### src/rtl/core/mect_pkg.sv
package mect_pkg;

    localparam int TABLE_ENTRIES_DEF = 16;
    localparam int KEY_BITS_DEF      = 64;

    localparam int CNT_BITS = 15;
    localparam int SUM_BITS = CNT_BITS + 2;
    localparam logic [CNT_BITS-1:0] CNT_MAX = '1;
    localparam logic [CNT_BITS-1:0] THRESHOLD_RESET = 15'd255;

    localparam int CFG_DATA_BITS  = 15;
    localparam int CFG_INDEX_BITS = 1;
    localparam logic [CFG_INDEX_BITS-1:0] CFG_ERROR_THRESHOLD = 1'b0;
    localparam logic [CFG_INDEX_BITS-1:0] CFG_VERBOSE_ENABLE  = 1'b1;

    localparam logic [1:0] OUTCOME_IGNORED = 2'd0;
    localparam logic [1:0] OUTCOME_NEW     = 2'd1;
    localparam logic [1:0] OUTCOME_COUNTED = 2'd2;
    localparam logic [1:0] OUTCOME_FULL    = 2'd3;

    localparam logic [1:0] ADVICE_NONE    = 2'd0;
    localparam logic [1:0] ADVICE_VERBOSE = 2'd1;
    localparam logic [1:0] ADVICE_REPLACE = 2'd2;

    typedef struct packed {
        logic        name_present;
        logic [63:0] module_key;
        logic        error_sticky;
        logic        error_persistent;
    } request_t;

    typedef struct packed {
        logic [1:0]          outcome;
        logic [3:0]          entry_index;
        logic [CNT_BITS-1:0] intermittent_total;
        logic [CNT_BITS-1:0] persistent_total;
        logic [CNT_BITS-1:0] sticky_total;
        logic                limit_exceeded;
        logic [1:0]          advice;
    } result_t;

    typedef enum logic [2:0] {
        ST_IDLE,
        ST_SCAN,
        ST_ALLOC,
        ST_INCR,
        ST_CHECK
    } state_t;

    typedef struct packed {
        logic load;
        logic scan_next;
        logic alloc;
        logic incr;
        logic check;
        logic emit_ignored;
        logic emit_full;
    } ctrl_cmd_t;

    typedef struct packed {
        logic name_present;
        logic table_empty;
        logic table_full;
        logic hit;
        logic scan_last;
    } dp_status_t;

    function automatic logic [CNT_BITS-1:0] sat_inc(input logic [CNT_BITS-1:0] v);
        return (v == CNT_MAX) ? v : v + 15'd1;
    endfunction

endpackage

### src/rtl/core/memory_module_error_counter_table_top.sv
// An item without a module name gives its result in the next cycle. A named
// item scans the table from slot 0: a hit passes through the increment and check
// states, a miss allocates a new entry (at once if the table is empty) and a full
// table ends the scan with a full result. busy drops as the result appears; an
// item without a name never raises busy. The result strobe cannot be stalled.
// Reset clears the fill count and verbose state, loads config defaults; no clearing pass.
module memory_module_error_counter_table_top #(
    parameter int TABLE_ENTRIES = mect_pkg::TABLE_ENTRIES_DEF,
    parameter int KEY_BITS      = mect_pkg::KEY_BITS_DEF
) (
    input  logic                                clk,
    input  logic                                rst_n,
    input  logic                                start,
    output logic                                busy,
    input  mect_pkg::request_t                  request,
    output logic                                done,
    output mect_pkg::result_t                   result,
    input  logic                                cfg_write,
    input  logic [mect_pkg::CFG_INDEX_BITS-1:0] cfg_index,
    input  logic [mect_pkg::CFG_DATA_BITS-1:0]  cfg_data
);

    mect_pkg::ctrl_cmd_t  cmd;
    mect_pkg::dp_status_t status;

    mect_ctrl u_ctrl (
        .clk    (clk),
        .rst_n  (rst_n),
        .start  (start),
        .status (status),
        .cmd    (cmd),
        .busy   (busy)
    );

    mect_dp #(
        .TABLE_ENTRIES (TABLE_ENTRIES),
        .KEY_BITS      (KEY_BITS)
    ) u_dp (
        .clk       (clk),
        .rst_n     (rst_n),
        .request   (request),
        .cfg_write (cfg_write),
        .cfg_index (cfg_index),
        .cfg_data  (cfg_data),
        .cmd       (cmd),
        .status    (status),
        .result    (result),
        .done      (done)
    );

    a_ignored_next: assert property (@(posedge clk) disable iff (!rst_n)
        start && !busy && !request.name_present
        |=> done && result.outcome == mect_pkg::OUTCOME_IGNORED)
        else $error("ignored item did not complete in one cycle");

    a_empty_fields: assert property (@(posedge clk) disable iff (!rst_n)
        done && (result.outcome == mect_pkg::OUTCOME_IGNORED
                 || result.outcome == mect_pkg::OUTCOME_FULL)
        |-> result.entry_index == '0 && !result.limit_exceeded
            && result.advice == mect_pkg::ADVICE_NONE
            && result.intermittent_total == '0 && result.persistent_total == '0
            && result.sticky_total == '0)
        else $error("ignored or full result carries nonzero fields");

    a_limit_on_count: assert property (@(posedge clk) disable iff (!rst_n)
        done && (result.limit_exceeded || result.advice != mect_pkg::ADVICE_NONE)
        |-> result.outcome == mect_pkg::OUTCOME_COUNTED)
        else $error("limit report on an item that did not count an entry");

    a_one_command: assert property (@(posedge clk) disable iff (!rst_n)
        $onehot0({cmd.scan_next, cmd.alloc, cmd.incr, cmd.check, cmd.emit_full}))
        else $error("controller issued conflicting commands");

endmodule

### src/rtl/core/mect_ram.sv
module mect_ram #(
    parameter int WIDTH = 8,
    parameter int DEPTH = 16,
    localparam int AW   = (DEPTH > 1) ? $clog2(DEPTH) : 1
) (
    input  logic             clk,
    input  logic             we,
    input  logic [AW-1:0]    addr,
    input  logic [WIDTH-1:0] wdata,
    output logic [WIDTH-1:0] rdata
);

    logic [WIDTH-1:0] mem [DEPTH];

    always_ff @(posedge clk)
    begin
        if (we)
        begin
            mem[addr] <= wdata;
        end
        rdata <= mem[addr];
    end

endmodule

### src/rtl/core/mect_ctrl.sv
module mect_ctrl (
    input  logic                clk,
    input  logic                rst_n,
    input  logic                start,
    input  mect_pkg::dp_status_t status,
    output mect_pkg::ctrl_cmd_t  cmd,
    output logic                busy
);

    mect_pkg::state_t state_reg, state_next;

    always_ff @(posedge clk or negedge rst_n)
    begin
        if (!rst_n)
        begin
            state_reg <= mect_pkg::ST_IDLE;
        end
        else
        begin
            state_reg <= state_next;
        end
    end

    always_comb
    begin
        state_next = state_reg;
        case (state_reg)
            mect_pkg::ST_IDLE:
            begin
                if (start && status.name_present)
                begin
                    state_next = status.table_empty ? mect_pkg::ST_ALLOC : mect_pkg::ST_SCAN;
                end
            end
            mect_pkg::ST_SCAN:
            begin
                if (status.hit)
                begin
                    state_next = mect_pkg::ST_INCR;
                end
                else if (status.scan_last)
                begin
                    state_next = status.table_full ? mect_pkg::ST_IDLE : mect_pkg::ST_ALLOC;
                end
            end
            mect_pkg::ST_ALLOC: state_next = mect_pkg::ST_IDLE;
            mect_pkg::ST_INCR:  state_next = mect_pkg::ST_CHECK;
            mect_pkg::ST_CHECK: state_next = mect_pkg::ST_IDLE;
            default:            state_next = mect_pkg::ST_IDLE;
        endcase
    end

    always_comb
    begin
        cmd  = '0;
        busy = 1'b1;
        case (state_reg)
            mect_pkg::ST_IDLE:
            begin
                busy             = 1'b0;
                cmd.load         = start;
                cmd.emit_ignored = start && !status.name_present;
            end
            mect_pkg::ST_SCAN:
            begin
                cmd.scan_next = !status.hit && !status.scan_last;
                cmd.emit_full = !status.hit && status.scan_last && status.table_full;
            end
            mect_pkg::ST_ALLOC: cmd.alloc = 1'b1;
            mect_pkg::ST_INCR:  cmd.incr  = 1'b1;
            mect_pkg::ST_CHECK: cmd.check = 1'b1;
            default:            busy      = 1'b1;
        endcase
    end

endmodule

### src/rtl/core/mect_dp.sv
module mect_dp #(
    parameter int TABLE_ENTRIES = mect_pkg::TABLE_ENTRIES_DEF,
    parameter int KEY_BITS      = mect_pkg::KEY_BITS_DEF
) (
    input  logic                                   clk,
    input  logic                                   rst_n,
    input  mect_pkg::request_t                     request,
    input  logic                                   cfg_write,
    input  logic [mect_pkg::CFG_INDEX_BITS-1:0]    cfg_index,
    input  logic [mect_pkg::CFG_DATA_BITS-1:0]     cfg_data,
    input  mect_pkg::ctrl_cmd_t                    cmd,
    output mect_pkg::dp_status_t                   status,
    output mect_pkg::result_t                      result,
    output logic                                   done
);

    localparam int CB    = mect_pkg::CNT_BITS;
    localparam int IDX_W = (TABLE_ENTRIES > 1) ? $clog2(TABLE_ENTRIES) : 1;
    localparam int CNT_W = $clog2(TABLE_ENTRIES + 1);
    localparam int RAM_W = KEY_BITS + 3 * CB;

    logic [CB-1:0]       threshold_reg;
    logic                verbose_enable_reg;
    logic                verbose_on_reg, verbose_on_next;
    logic [CNT_W-1:0]    fill_reg, fill_next;
    logic [IDX_W-1:0]    idx_reg, idx_next;
    logic [KEY_BITS-1:0] key_reg;
    logic                sticky_reg, persist_reg;
    logic [CB-1:0]       int_reg, int_next;
    logic [CB-1:0]       per_reg, per_next;
    logic [CB-1:0]       stk_reg, stk_next;
    mect_pkg::result_t   result_reg, result_next;
    logic                done_reg, done_next;

    logic                ram_we;
    logic [RAM_W-1:0]    ram_wdata, ram_rdata;
    logic [KEY_BITS-1:0] rd_key;
    logic [CB-1:0]       rd_int, rd_per, rd_stk;
    logic [CB-1:0]       new_int, new_per, new_stk;
    logic [mect_pkg::SUM_BITS-1:0] sum;
    logic                exceed;
    logic [1:0]          advice;

    assign {rd_key, rd_int, rd_per, rd_stk} = ram_rdata;

    mect_ram #(
        .WIDTH (RAM_W),
        .DEPTH (TABLE_ENTRIES)
    ) u_table (
        .clk   (clk),
        .we    (ram_we),
        .addr  (idx_next),
        .wdata (ram_wdata),
        .rdata (ram_rdata)
    );

    // The RAM is addressed with the next index, so the entry at idx_reg is on
    // the read port during the cycle that idx_reg holds it.
    always_comb
    begin
        if (cmd.load)
        begin
            idx_next = '0;
        end
        else if (cmd.scan_next)
        begin
            idx_next = idx_reg + 1'b1;
        end
        else if (cmd.alloc)
        begin
            idx_next = fill_reg[IDX_W-1:0];
        end
        else
        begin
            idx_next = idx_reg;
        end
    end

    assign status.name_present = request.name_present;
    assign status.table_empty  = (fill_reg == '0);
    assign status.table_full   = (fill_reg == CNT_W'(TABLE_ENTRIES));
    assign status.hit          = (rd_key == key_reg);
    assign status.scan_last    = ((CNT_W'(idx_reg) + 1'b1) == fill_reg);

    // Counts for a freshly allocated entry: sticky wins over persistent.
    assign new_stk = CB'(sticky_reg);
    assign new_per = CB'(!sticky_reg && persist_reg);
    assign new_int = CB'(!sticky_reg && !persist_reg);

    assign sum    = mect_pkg::SUM_BITS'(int_reg) + mect_pkg::SUM_BITS'(per_reg)
                  + mect_pkg::SUM_BITS'(stk_reg);
    assign exceed = (sum > mect_pkg::SUM_BITS'(threshold_reg));

    always_comb
    begin
        if (!exceed)
        begin
            advice = mect_pkg::ADVICE_NONE;
        end
        else if (!verbose_enable_reg)
        begin
            advice = mect_pkg::ADVICE_REPLACE;
        end
        else if (!verbose_on_reg)
        begin
            advice = mect_pkg::ADVICE_VERBOSE;
        end
        else
        begin
            advice = mect_pkg::ADVICE_NONE;
        end
    end

    always_comb
    begin
        int_next        = int_reg;
        per_next        = per_reg;
        stk_next        = stk_reg;
        fill_next       = fill_reg;
        verbose_on_next = verbose_on_reg;
        result_next     = result_reg;
        done_next       = 1'b0;
        ram_we          = 1'b0;
        ram_wdata       = {key_reg, int_reg, per_reg, stk_reg};

        if (cmd.emit_ignored || cmd.emit_full)
        begin
            result_next         = '0;
            result_next.outcome = cmd.emit_full ? mect_pkg::OUTCOME_FULL
                                                : mect_pkg::OUTCOME_IGNORED;
            done_next           = 1'b1;
        end

        if (cmd.alloc)
        begin
            ram_we                         = 1'b1;
            ram_wdata                      = {key_reg, new_int, new_per, new_stk};
            fill_next                      = fill_reg + 1'b1;
            result_next.outcome            = mect_pkg::OUTCOME_NEW;
            result_next.entry_index        = 4'(idx_next);
            result_next.intermittent_total = new_int;
            result_next.persistent_total   = new_per;
            result_next.sticky_total       = new_stk;
            result_next.limit_exceeded     = 1'b0;
            result_next.advice             = mect_pkg::ADVICE_NONE;
            done_next                      = 1'b1;
        end

        if (cmd.incr)
        begin
            int_next = rd_int;
            per_next = rd_per;
            stk_next = rd_stk;
            if (sticky_reg)
            begin
                stk_next = mect_pkg::sat_inc(rd_stk);
            end
            else if (persist_reg)
            begin
                per_next = mect_pkg::sat_inc(rd_per);
            end
            else
            begin
                int_next = mect_pkg::sat_inc(rd_int);
            end
        end

        if (cmd.check)
        begin
            ram_we                         = 1'b1;
            ram_wdata                      = exceed ? {key_reg, {(3 * CB){1'b0}}}
                                                    : {key_reg, int_reg, per_reg, stk_reg};
            result_next.outcome            = mect_pkg::OUTCOME_COUNTED;
            result_next.entry_index        = 4'(idx_reg);
            result_next.intermittent_total = int_reg;
            result_next.persistent_total   = per_reg;
            result_next.sticky_total       = stk_reg;
            result_next.limit_exceeded     = exceed;
            result_next.advice             = advice;
            done_next                      = 1'b1;
            if (advice == mect_pkg::ADVICE_VERBOSE)
            begin
                verbose_on_next = 1'b1;
            end
        end
    end

    always_ff @(posedge clk or negedge rst_n)
    begin
        if (!rst_n)
        begin
            threshold_reg      <= mect_pkg::THRESHOLD_RESET;
            verbose_enable_reg <= 1'b0;
            verbose_on_reg     <= 1'b0;
            fill_reg           <= '0;
            done_reg           <= 1'b0;
        end
        else
        begin
            if (cfg_write)
            begin
                case (cfg_index)
                    mect_pkg::CFG_ERROR_THRESHOLD: threshold_reg <= cfg_data;
                    mect_pkg::CFG_VERBOSE_ENABLE:  verbose_enable_reg <= cfg_data[0];
                    default:                       threshold_reg <= threshold_reg;
                endcase
            end
            verbose_on_reg <= verbose_on_next;
            fill_reg       <= fill_next;
            done_reg       <= done_next;
        end
    end

    always_ff @(posedge clk)
    begin
        if (cmd.load)
        begin
            key_reg     <= request.module_key[KEY_BITS-1:0];
            sticky_reg  <= request.error_sticky;
            persist_reg <= request.error_persistent;
        end
        idx_reg    <= idx_next;
        int_reg    <= int_next;
        per_reg    <= per_next;
        stk_reg    <= stk_next;
        result_reg <= result_next;
    end

    assign result = result_reg;
    assign done   = done_reg;

endmodule
### config.mk
export PLATFORM = sky130hd
export DESIGN_NAME = memory_module_error_counter_table_top
export DESIGN_NICKNAME = d
export VERILOG_FILES = /design/src/rtl/core/mect_pkg.sv /design/src/rtl/core/memory_module_error_counter_table_top.sv /design/src/rtl/core/mect_ram.sv /design/src/rtl/core/mect_ctrl.sv /design/src/rtl/core/mect_dp.sv
export SDC_FILE = /design/constraint.sdc
export NUM_CORES = 2
export LEC_CHECK = 0
export BUFFER_PORTS_ARGS = -buffer_cell sky130_fd_sc_hd__buf_2
export CAP_MARGIN = 25
export CORE_MARGIN = 2
export CORE_UTILIZATION = 60
export CTS_CLUSTER_DIAMETER = 200
export DETAILED_ROUTE_END_ITERATION = 8
export PLACE_DENSITY = 0.79
export SYNTH_ARGS = -nofsm -noshare
export SYNTH_HDL_FRONTEND = slang
export SYNTH_SLANG_ARGS = --single-unit
### constraint.sdc
create_clock -name clk -period 17.55 [get_ports clk]
set_input_delay 1.755 -clock clk [delete_from_list [all_inputs] [get_ports clk]]
set_output_delay 1.755 -clock clk [all_outputs]
set_load 0.05 [all_outputs]
Yosys cells after proc, flatten, opt, wreduce, memory -nomap -nowiden:

Memory sizes are Yosys's and may differ from the RTL's. A register that Yosys moved wholly into a read port is not among the register bits.
Index checks and enable logic that the tools add are counted.

* add/subtract/negate cells: 8
* $lt $le $gt $ge: 1
* equality and inequality tests: 13
* multiplexer cells: 42
* bitwise operators: 1
* reductions and logical operators: 21

Operator list (count)
* $mux 45: 3
* $mux 15: 8
* $mux 54: 2
* $eq 64x64->1: 1
* $mux 52: 1
* $add 15x1->15 const B: 3
* $eq 15x15->1 const B: 3
* $add 17x15->17: 1
* $gt 17x15->1: 1
* $add 15x15->16: 1
* $mux 1: 16
* $mux 4: 3
* $mux 2: 5
* $mux 3: 3
* $pmux 3 s3: 1
* $reduce_and 2->1: 4
* $logic_and 1x1->1: 7
* $eq 3x2->1 const B: 2
* $add 4x1->5 const B: 1
* $add 5x1->5 const B: 1
* $eq 5x5->1: 1
* $eq 5x5->1 const B: 1
* $logic_not 1->1: 5
* $logic_not 5->1: 1
* other kinds (11): 11

* bits in registers: 195
* memory bits (writable): 1744
* input bits: 87
* word-level logic and storage cells: 107
* memories kept: 1

Memories
* u_dp.u_table.mem: words 16, bits a word 109, rd ports 1, clocked after memory_dff 1, wr ports 1, line mect_ram.sv:13 `logic [WIDTH-1:0] mem [DEPTH];`

Longest topological paths before layout:

* word-level depth: 9
* mapped depth: 28
* mapped depth without buffers: 26

Hierarchy:

A second synthesis with hierarchy kept.

* cells, all modules: 3709
* area total of the unflattened synthesis: 77909.7 µm²

Modules (own cells, without submodules)
* mect_ram: instances 1, cells an instance 2790, area each 67353.3 µm²
* mect_dp: instances 1, cells an instance 897, area each 10342.4 µm²
* mect_ctrl: instances 1, cells an instance 22, area each 214.0 µm²

Worst setup path after synthesis:

OpenSTA, ideal clock, no wires.

* path kind: input port to flip-flop
* start: in start
* end: mem u_dp.u_table.mem[14][0] (netlist name), enable pin
* library setup time: 710 ps
* arrival time: 11539 ps
* required time: 16840 ps
* slack: 5301 ps
* cell stages on the path: 9
* path through: nand2_1 > inv_1 > a311o_1 > buf_6 > clkinv_4 > buf_6 > buf_2 > buf_2 > nor3_1

RTL lines
* start, declared: line memory_module_error_counter_table_top.sv:13 `input logic start,`
* end, declared: line mect_ram.sv:13

Final worst setup path:

* start: reg u_dp.key_reg[16]
* end: reg u_dp.u_table.rdata[94] (read register of u_dp.u_table.mem)

* word-level cells in the longest chain between the ends: 6

RTL lines
* start, declared: line mect_dp.sv:27 `logic [KEY_BITS-1:0] key_reg;`
* start signal, assigned: line mect_dp.sv:218 `key_reg <= request.module_key[KEY_BITS-1:0];`
* $eq 64x64->1: line mect_dp.sv:82 `assign status.hit = (rd_key == key_reg);`
* $logic_not 1->1: line mect_ctrl.sv:66 `cmd.scan_next = !status.hit && !status.scan_last;`
* $logic_and 1x1->1: line mect_ctrl.sv:66
* $mux 1: line mect_ctrl.sv:57 `case (state_reg)`
* $mux 4: line mect_dp.sv:65 `else if (cmd.scan_next)`
* $mux 4: line mect_dp.sv:61 `if (cmd.load)`
* end, declared: line mect_ram.sv:10 `output logic [WIDTH-1:0] rdata`

Every way passes these cells.
A chain may end at the register's enable or synchronous reset.

==> summary.md <==
| Metric | Value |
|---|---|
| Root buf cell | clkbuf_16 |
| Max Cap Viol | 0 |
| Tcrit/Tclk final | 46.1% |
| Power Density | 181 nW/um^2 |
| Final setup viols | 0 |
| LEAKAGE | 0.0300 uW |
| TritonRoute pass-1 iters | 6 |
| #FFs+latches synth | 2048 |
| Critical path launch point | u_dp.key_reg[16] |
| Die area | 139000 sq um |
| Vias in the first global route | 43400 |
| All-Layer GR Usage | between 20% and 30% |
| Initial antenna violation count | 9 |
| Power share of the sequential group | between 30% and 40% |
| Synthesized net count | 5175 |
| H-Tree Depth | 4 |
| Post-CTS resize count | 0 |
| Worst-path clk slew | about 0.06 ns |
| Internal Dissipation | 10800 uW |
| Post-CTS Setup Bufs | 0 |
| Multi-input logic area | 19300 sq um |
| Avg Vias per Cell | 6.35 |
| CP max FO | 167 |
| Starting density of the core | 60.3% |
| Minimum clock period | approximately 8.1 ns |
| GRT overflow | 0 |
| Max FFs per register | 1744 |
| Peak VDD IR | 0.212 mV |
| Count of cell types in the netlist | 70 |
| Cell Area, Synth | between 80000 and 90000 sq um |
| Avg Cell Area, Syn | about 16 sq um |
| DR WL/cell | 26.4 microns |
| Asr flop ratio synth | ~1.3% |
| Routed vias | 45200 |
| Max-slew violation count | 0 |
| Filler cell count | 8605 |
| Die H | 372 microns |
| DP HPWL | 90900 microns |
| Most common flop cell mapped by yosys | edfxtp_1 |
| Net Switching | 5490 uW |
| Post-route DRC | 0 |
| Startpoint types | flip-flop |
| Iteration-0 DRC Markers | 6052 |
| Clock power share | 26.3% |
| Final hold viol count | 0 |
| # nets final | 5297 |
| Setup clock skew after layout | 0.0392 ns |
| CTS buffer count | 191 |
| Ys Warns | 0 |
| Slew margin rel. | between 20 and 25% |
| CP arrival | between 8 and 9 ns |
| Area Overhead vs Synth | 10.8% |
| Clk sink count | 2048 |
| Worst Slack Setup Final | roughly 9.5 ns |
| Sw Ratio | 33.7% |
| GP Congestion | around 0.84 |
| RSZ-0062 raised after global routing | false |
| Sequential area share after synthesis | around three quarters |
| Setup TNS | 0 ns |
| Worst Path Required | ~18 ns |
| Worst Tran Pin Value | ~1.1 ns |
| DRT Wirelength | 188000 microns |
| Core Area | 135000 sq um |
| ANT nets after route | 0 |
| Clk buf depth | 3 |
| Row count | roughly 140 |
| I/O pin count | 143 |
| DIE WIDTH | 372 microns |
| Critical hold path startpoint | u_dp.verbose_on_reg |
| IO buf count | 142 |
| Largest net degree at the start of global routing | around 210 |
| Cell count after synthesis | 5032 |
| Run status | completed |
| Layout cells sized above 1 | around 15% |
| Clk_lat worst skew | 0.83 ns |
| CTS tree | built |
| Max frequency | 124 MHz |
| Min-Delay Path Class | reg2reg |
| WHS | approximately 0.47 ns |
| Register area | around 60000 sq um |
| Place WS | 9.48 ns |
| Number of flops mapped to enable cells by yosys | roughly 1900 |
| Kind of critical path | reg2reg |
| Hold-fix buffers, CTS | 0 |
| Crit path capture type | flip-flop |
| Logic pwr share | 33.9% |
| RR Startpoint | u_dp.key_reg[16] |
| First-pass GRT wire length | 275000 microns |
==> kinds of logic (layout without fill, tap and decap cells) <==
kind of cell | after synthesis | after routing | synth area share (%)
flip-flops | 2048 | 2048 | 74.1
AND/OR/NAND/NOR | 1026 | 1026 | 5.92
AO/OA/AOI/OAI | 772 | 772 | 6.83
multiplexers | 663 | 663 | 8.50
buffers and inverters | 338 | 628 | 2.41
XOR/XNOR | 129 | 129 | 1.41
adder cells (fa/ha/maj) | 56 | 56 | 0.880
other | 0 | 3 | 0
==> final timing paths <==
| check | to | slack (ns) | cells past startpoint |
|---|---|---|---|
| worst min register to register | u_dp.verbose_on_reg | 0.47 | 1 |
| worst min-delay path | u_dp.verbose_on_reg | 0.47 | 1 |
| worst max register to register | u_dp.u_table.rdata[94] | 9.46 | 15 |
| worst max-delay path | u_dp.u_table.rdata[94] | 9.46 | 15 |
| max in group asynchronous | u_dp.threshold_reg[8] | 16.21 | 1 |
| min in group asynchronous | u_ctrl.state_reg[2] | 0.94 | 1 |
==> layer usage <==
| metal | up-vias | routed length (microns) | global-route usage, % |
|---|---|---|---|
| li1 | 19700 | - | - |
| met1 | 22700 | 74600 | 37.8 |
| met2 | 2454 | 89900 | 42.4 |
| met3 | 364 | 17300 | 4.60 |
| met4 | 4 | 5950 | 9.75 |
| met5 | - | 31 | 0 |
==> critical path: stages (launching register included) <==
cell and delay (ns):
edfxtp_1 0.59, xnor2_1 0.48, nand4_1 0.28, nor4_1 0.72, nand4_1 0.77, and2_4 0.42
a311o_2 0.36, buf_4 0.35, clkinv_16 0.49, buf_4 0.82, buf_4 0.85, buf_4 0.80
mux2i_1 0.30, mux2_2 0.19, o22ai_1 0.08, a221o_1 0.29
==> power groups by stage <==
stage	Sequential [uW]	Clock [uW]	Combinational [uW]
CTS	6470	4320	5450
detailed placement	6570	0	5390
global route	6520	4510	5900
floorplan	6650	0	4160
finish	6480	4280	5510
global placement	6550	0	5220
==> layout make-up <==
class                   instances  area share [%]
clock inverters                95            1.32
diodes                          3         0.00833
clock buffers                 266            5.99
repair buffers                223            1.76
well taps                    1781            2.47
multi-input cells            2646            21.4
flip-flops and latches       2048            66.8
inverters                      44           0.215
==> Yosys cell counts, types with 35 or more instances <==
master	instances	area, sq um
mux2_2	223	2510
a221o_1	109	1090
ha_1	54	676
nand2_1	564	2120
mux2i_1	440	4400
clkbuf_1	146	548
dfxtp_1	115	2300
a31oi_1	222	1390
and2_1	190	1190
xnor2_1	109	955
inv_1	43	161
and2_0	71	444
buf_6	35	394
nor2_1	78	293
buf_2	74	370
a211oi_1	218	1640
o22ai_1	110	688
edfxtp_1	1907	57300
==> cells in the final DEF, fill, tap and decap left out, types with 109 or more instances in the layout <==
master,n
dfxtp_1,115
a31oi_1,222
mux2_2,223
a221o_1,109
clkbuf_16,195
nand2_1,562
o22ai_1,110
xnor2_1,109
and2_1,190
mux2i_1,440
buf_2,142
a211oi_1,218
edfxtp_1,1907
==> through the flow <==
stage / cell area [sq um] / instances / utilization, % / total power [uW]
floorplan: 81300 / 5032 / - / 10800
global placement: 83400 / 6734 / 61.8 / 11800
detailed placement: 83400 / 6737 / 61.8 / 12000
CTS: 90000 / 7098 / 66.7 / 16200
global route: 90100 / 7105 / 66.8 / 16900
finish: 90200 / 7106 / 66.8 / 16300
Power figures use the tool's default switching activity.
